**src/rtl/pfmse_ram.sv**
```systemverilog
module pfmse_ram #(
	parameter int WIDTH = 8,
	parameter int DEPTH = 64,
	localparam int AW = $clog2(DEPTH)
) (
	input  logic             clk,
	input  logic             we,
	input  logic [AW-1:0]    waddr,
	input  logic [WIDTH-1:0] wdata,
	input  logic [AW-1:0]    raddr,
	output logic [WIDTH-1:0] rdata
);

	logic [WIDTH-1:0] mem [DEPTH];

	always_ff @(posedge clk) begin
		if (we)
			mem[waddr] <= wdata;
		rdata <= mem[raddr];
	end

endmodule

```
**config.mk**
```make
export PLATFORM = sky130hd
export DESIGN_NAME = pfmse_ram
export DESIGN_NICKNAME = d
export VERILOG_FILES = /design/src/rtl/pfmse_ram.sv
export SDC_FILE = /design/constraint.sdc
export NUM_CORES = 1
export LEC_CHECK = 0
export BUFFER_PORTS_ARGS = -buffer_cell sky130_fd_sc_hd__buf_2
export CORE_ASPECT_RATIO = 0.7
export CORE_MARGIN = 4
export CORE_UTILIZATION = 30
export CTS_BUF_LIST = sky130_fd_sc_hd__clkbuf_16
export CTS_CLUSTER_SIZE = 28
export DETAILED_ROUTE_END_ITERATION = 16
export GPL_TIMING_DRIVEN = 0
export PLACE_DENSITY = 0.44
export SKIP_LAST_GASP = 1
export SLEW_MARGIN = 20
export SYNTH_ARGS = -nofsm -noshare
export SYNTH_HDL_FRONTEND = slang
export SYNTH_SLANG_ARGS = --single-unit
```
**constraint.sdc**
```tcl
create_clock -name clk -period 5.32 [get_ports clk]
set_input_delay 1.064 -clock clk [delete_from_list [all_inputs] [get_ports clk]]
set_output_delay 1.064 -clock clk [all_outputs]
set_load 0.005 [all_outputs]
```
==> impl_table.tex <==
\begin{tabular}{lr}
\hline
Metric & Value \\
\hline
\multicolumn{2}{l}{\textbf{Min path}} \\
Endpoint of the worst hold-timing path & mem[14][2] \\
Worst hold path cell count & 1 \\
Startpoint of the lowest-slack hold path & wdata[2] \\
Hold/Removal Path Class & in -> reg \\
\multicolumn{2}{l}{\textbf{Worst setup path}} \\
Largest fanout on the critical path & 11 \\
Worst Setup Path Type & in -> reg \\
FF-to-FF path depth & 4 \\
Crit Reg-Reg Startpoint & mem[3][3] \\
Worst setup path start & raddr[2] \\
Max incr delay on CP & approximately 860 ps \\
Library cell contributing the largest single delay on the critical path & sky130\_fd\_sc\_hd\_\_clkbuf\_1 \\
Top delay family on crit path & buffers and inverters \\
R2r setup slk & 2790 ps \\
Arrival time worst endpoint & 4000 ps \\
Critical path capture point type & flop \\
Critical R2R Capture & rdata[3] \\
Cell chain of the critical path & buf\_2 > buf\_4 > clkbuf\_1 > nor2b\_1 > a22oi\_1 > a221oi\_1 > o2bb2ai\_1 \\
Worst Setup Start Kind & input pin \\
Data required, critical path & approximately 5700 ps \\
Critical path buffers and inverters & 3 \\
\multicolumn{2}{l}{\textbf{STA}} \\
Worst Slack Setup Final & between 1500 and 2000 ps \\
Fin Clk Skew & 14.9 ps \\
Fmax & around 0.28 GHz \\
Final hold violations & 0 \\
Fraction of the cycle the final worst path needs & 0.679 \\
Least-Margin Pin Slew & roughly 1200 ps \\
Setup repair after global routing missed its margin & no \\
Worst slew margin relative to its limit & 0.207 \\
Final setup violation count & 0 \\
Final critical-path required period & about 3600 ps \\
Final total negative setup slack & 0 ps \\
Max-slew violation count & 0 \\
\multicolumn{2}{l}{\textbf{Drt}} \\
Detailed-route via count & 9,869 \\
Routed wire length per instance & 28.3 microns \\
Post-Route M1 WL & roughly 29,000 microns \\
Via density & slightly above 5 \\
Number of design-rule violations left by the first detailed-router iteration & about 1,400 \\
Top Metal Used & met5 \\
Antenna Nets Post-Route & 0 \\
Wire length after detailed routing & around 55,000 microns \\
Total met2 wirelength after detailed routing & around 22,000 microns \\
Number of design rule violations left after detail routing & 0 \\
Pre-Repair DR Iteration Count & 5 \\
Routed met3 length & about 3700 microns \\
\multicolumn{2}{l}{\textbf{Cells and area}} \\
Most common library cell in the layout ignoring fill and taps & sky130\_fd\_sc\_hd\_\_edfxtp\_1 \\
Footprint of the multi-input gates & roughly 4300 sq um \\
Core utilization of the finished layout & 0.348 \\
Number of fillers in the final layout & roughly 6,100 \\
Final net count & 1,036 \\
Area occupied by registers & roughly 16,000 sq um \\
Fraction of layout instances using a drive strength above 1 & 0.255 \\
Final design instance area without fill & roughly 23,000 sq um \\
Area growth syn-to-layout & 14.8\% \\
Leading cell types in the layout, fill and taps excluded & 512 x sky130\_fd\_sc\_hd\_\_edfxtp\_1, 126 x sky130\_fd\_sc\_hd\_\_mux4\_2, 83 x sky130\_fd\_sc\_hd\_\_nor2\_1 \\
\multicolumn{2}{l}{\textbf{Floorplan}} \\
Die area & between 70,000 and 80,000 sq um \\
Chip height & approximately 220 microns \\
Top-Level Pins & 30 \\
Floorplan die width & around 320 microns \\
Total number of placement rows & 79 \\
Area of the core region & $\sim$67,000 sq um \\
Starting Density & 0.303 \\
\multicolumn{2}{l}{\textbf{Placement}} \\
Final RePlAce weighted congestion & roughly 0.79 \\
Post-DP HPWL & $\sim$36,000 microns \\
Port buffer count & 21 \\
Area after DPL & approximately 21,000 sq um \\
Worst slack, placed & roughly 1300 ps \\
\multicolumn{2}{l}{\textbf{Clock network}} \\
Root buffer cell & sky130\_fd\_sc\_hd\_\_clkbuf\_16 \\
Clock tree from TritonCTS & done \\
Number of levels in the clock H-tree & 2 \\
Buffers inserted by post-CTS timing repair & 0 \\
Hold buffers post-CTS & 0 \\
Number of sinks handled by clock tree synthesis & 520 \\
Clock insertion delay at the later pin of the skew report & between 600 and 700 ps \\
CTS Buf Count & a little over 50 \\
Maximum buffer depth of the clock tree & 3 \\
Register clock-pin slew on the reported worst setup and hold paths & 60 ps \\
Number of cells upsized or downsized after cts & 0 \\
\multicolumn{2}{l}{\textbf{Logic synthesis}} \\
Number of synthesized flops with an enable pin & 512 \\
Synthesized area per cell & about 21 sq um \\
Synth warnings & 0 \\
Number of storage elements in the synthesis netlist & 520 \\
Fraction of registers with async set/reset & 0 \\
Sequential element share of the synthesized area & 0.770 \\
Post-synthesis instance area & a little over 20,000 sq um \\
Number of unique standard cell types used by synthesis & 40 \\
Net count after synthesis & 962 \\
Most common flop cell mapped by yosys & sky130\_fd\_sc\_hd\_\_edfxtp\_1 \\
Gate count after technology mapping & 940 \\
\multicolumn{2}{l}{\textbf{GRT}} \\
Pin count of the biggest net entering global routing & 65 \\
Global-route wire length before repair & slightly below 80,000 microns \\
Vias in the first global route & roughly 10,000 \\
GRT overflow & 0 \\
Initial antenna violation count & 6 \\
Overall global routing resource usage & 0.154 \\
\multicolumn{2}{l}{\textbf{Power}} \\
Largest vdd supply drop & 218 uV \\
Leak & 7.09 nW \\
Power density over the cells & 380 nW/um\^{}2 \\
\multicolumn{2}{l}{\textbf{Status}} \\
Run status & finished clean \\
\multicolumn{2}{l}{\textbf{Run}} \\
Max-cap check violation count & 0 \\
\hline
\end{tabular}
state kept, by name, indices dropped and copies added (netlist names):
signal  flops
mem       512
rdata       8
kinds of logic (layout without fill, tap and decap cells):
family                 after synthesis  after routing  synth area share
buffers and inverters               51            166            0.0157
AOI/OAI and AO/OA                   54             54            0.0207
other                                0              2                 0
DFF                                520            520             0.770
muxes                              162            162             0.159
and+or+nand+nor                    153            153            0.0339
worst max path at each step:
stage | slack, ps | cells past startpoint | end
6_report | 1710 | 7 | rdata[1]
5_1_grt | 1640 | 7 | rdata[1]
4_1_cts | 1920 | 7 | rdata[1]
3_5_place_dp | 1270 | 7 | rdata[1]
3_3_place_gp | 1030 | 8 | rdata[4]
2_1_floorplan | 2590 | 7 | rdata[3]
layer usage:
metal / track usage / vias to the layer above
met5: 0 / -
met4: 0.0325 / 8
met3: 0.0345 / 60
met2: 0.206 / 318
met1: 0.253 / 5404
li1: - / 4079
report_power, final:
group          switching (W)  internal, W
Sequential        0.00000738      0.00453
Clock                0.00158      0.00221
Combinational       0.000315     0.000161
Total                0.00190      0.00691
per-stage QoR:
step	hold slack [ps]	total power, W	std cells
2_1_floorplan	718	0.00487	940
3_3_place_gp	1010	0.00510	1852
3_5_place_dp	1010	0.00511	1852
4_1_cts	933	0.00889	1946
5_1_grt	939	0.00910	1946
6_report	998	0.00881	1948
Yosys cell counts (all sizes together) (2+ instances only):
cell type | n | area share
edfxtp | 512 | 0.76
mux4 | 126 | 0.14
nor2 | 83 | 0.015
buf | 34 | 0.013
mux2i | 23 | 0.011
nand2 | 19 | 0.0035
clkbuf | 17 | 0.0032
nor2b | 14 | 0.0043
mux2 | 13 | 0.0073
nand3 | 13 | 0.0032
dfxtp | 8 | 0.0079
o221ai | 8 | 0.0035
o22ai | 8 | 0.0025
nand2b | 7 | 0.0022
nor3 | 7 | 0.0017
a221oi | 6 | 0.0026
a211oi | 4 | 0.0015
o21ai | 4 | 0.00099
a21oi | 3 | 0.00074
a22oi | 3 | 0.0011
nand3b | 3 | 0.0011
o2111ai | 3 | 0.0013
o2bb2ai | 3 | 0.0013
a2111oi | 2 | 0.00087
nand4 | 2 | 0.00062
nor4 | 2 | 0.00062
o21a | 2 | 0.00074
o221a | 2 | 0.0011
o32ai | 2 | 0.00087
o41ai | 2 | 0.00087
area by class of cell:
type,instances,area share
antenna,2,0.000216
sequential,520,0.671
multi-input combinational,369,0.187
timing repair buffer,21,0.00540
buffer,51,0.0137
clock inverter,42,0.0187
clock buffer,52,0.0562
tap,891,0.0481
Note: power is estimated with default switching activity, not from simulation.
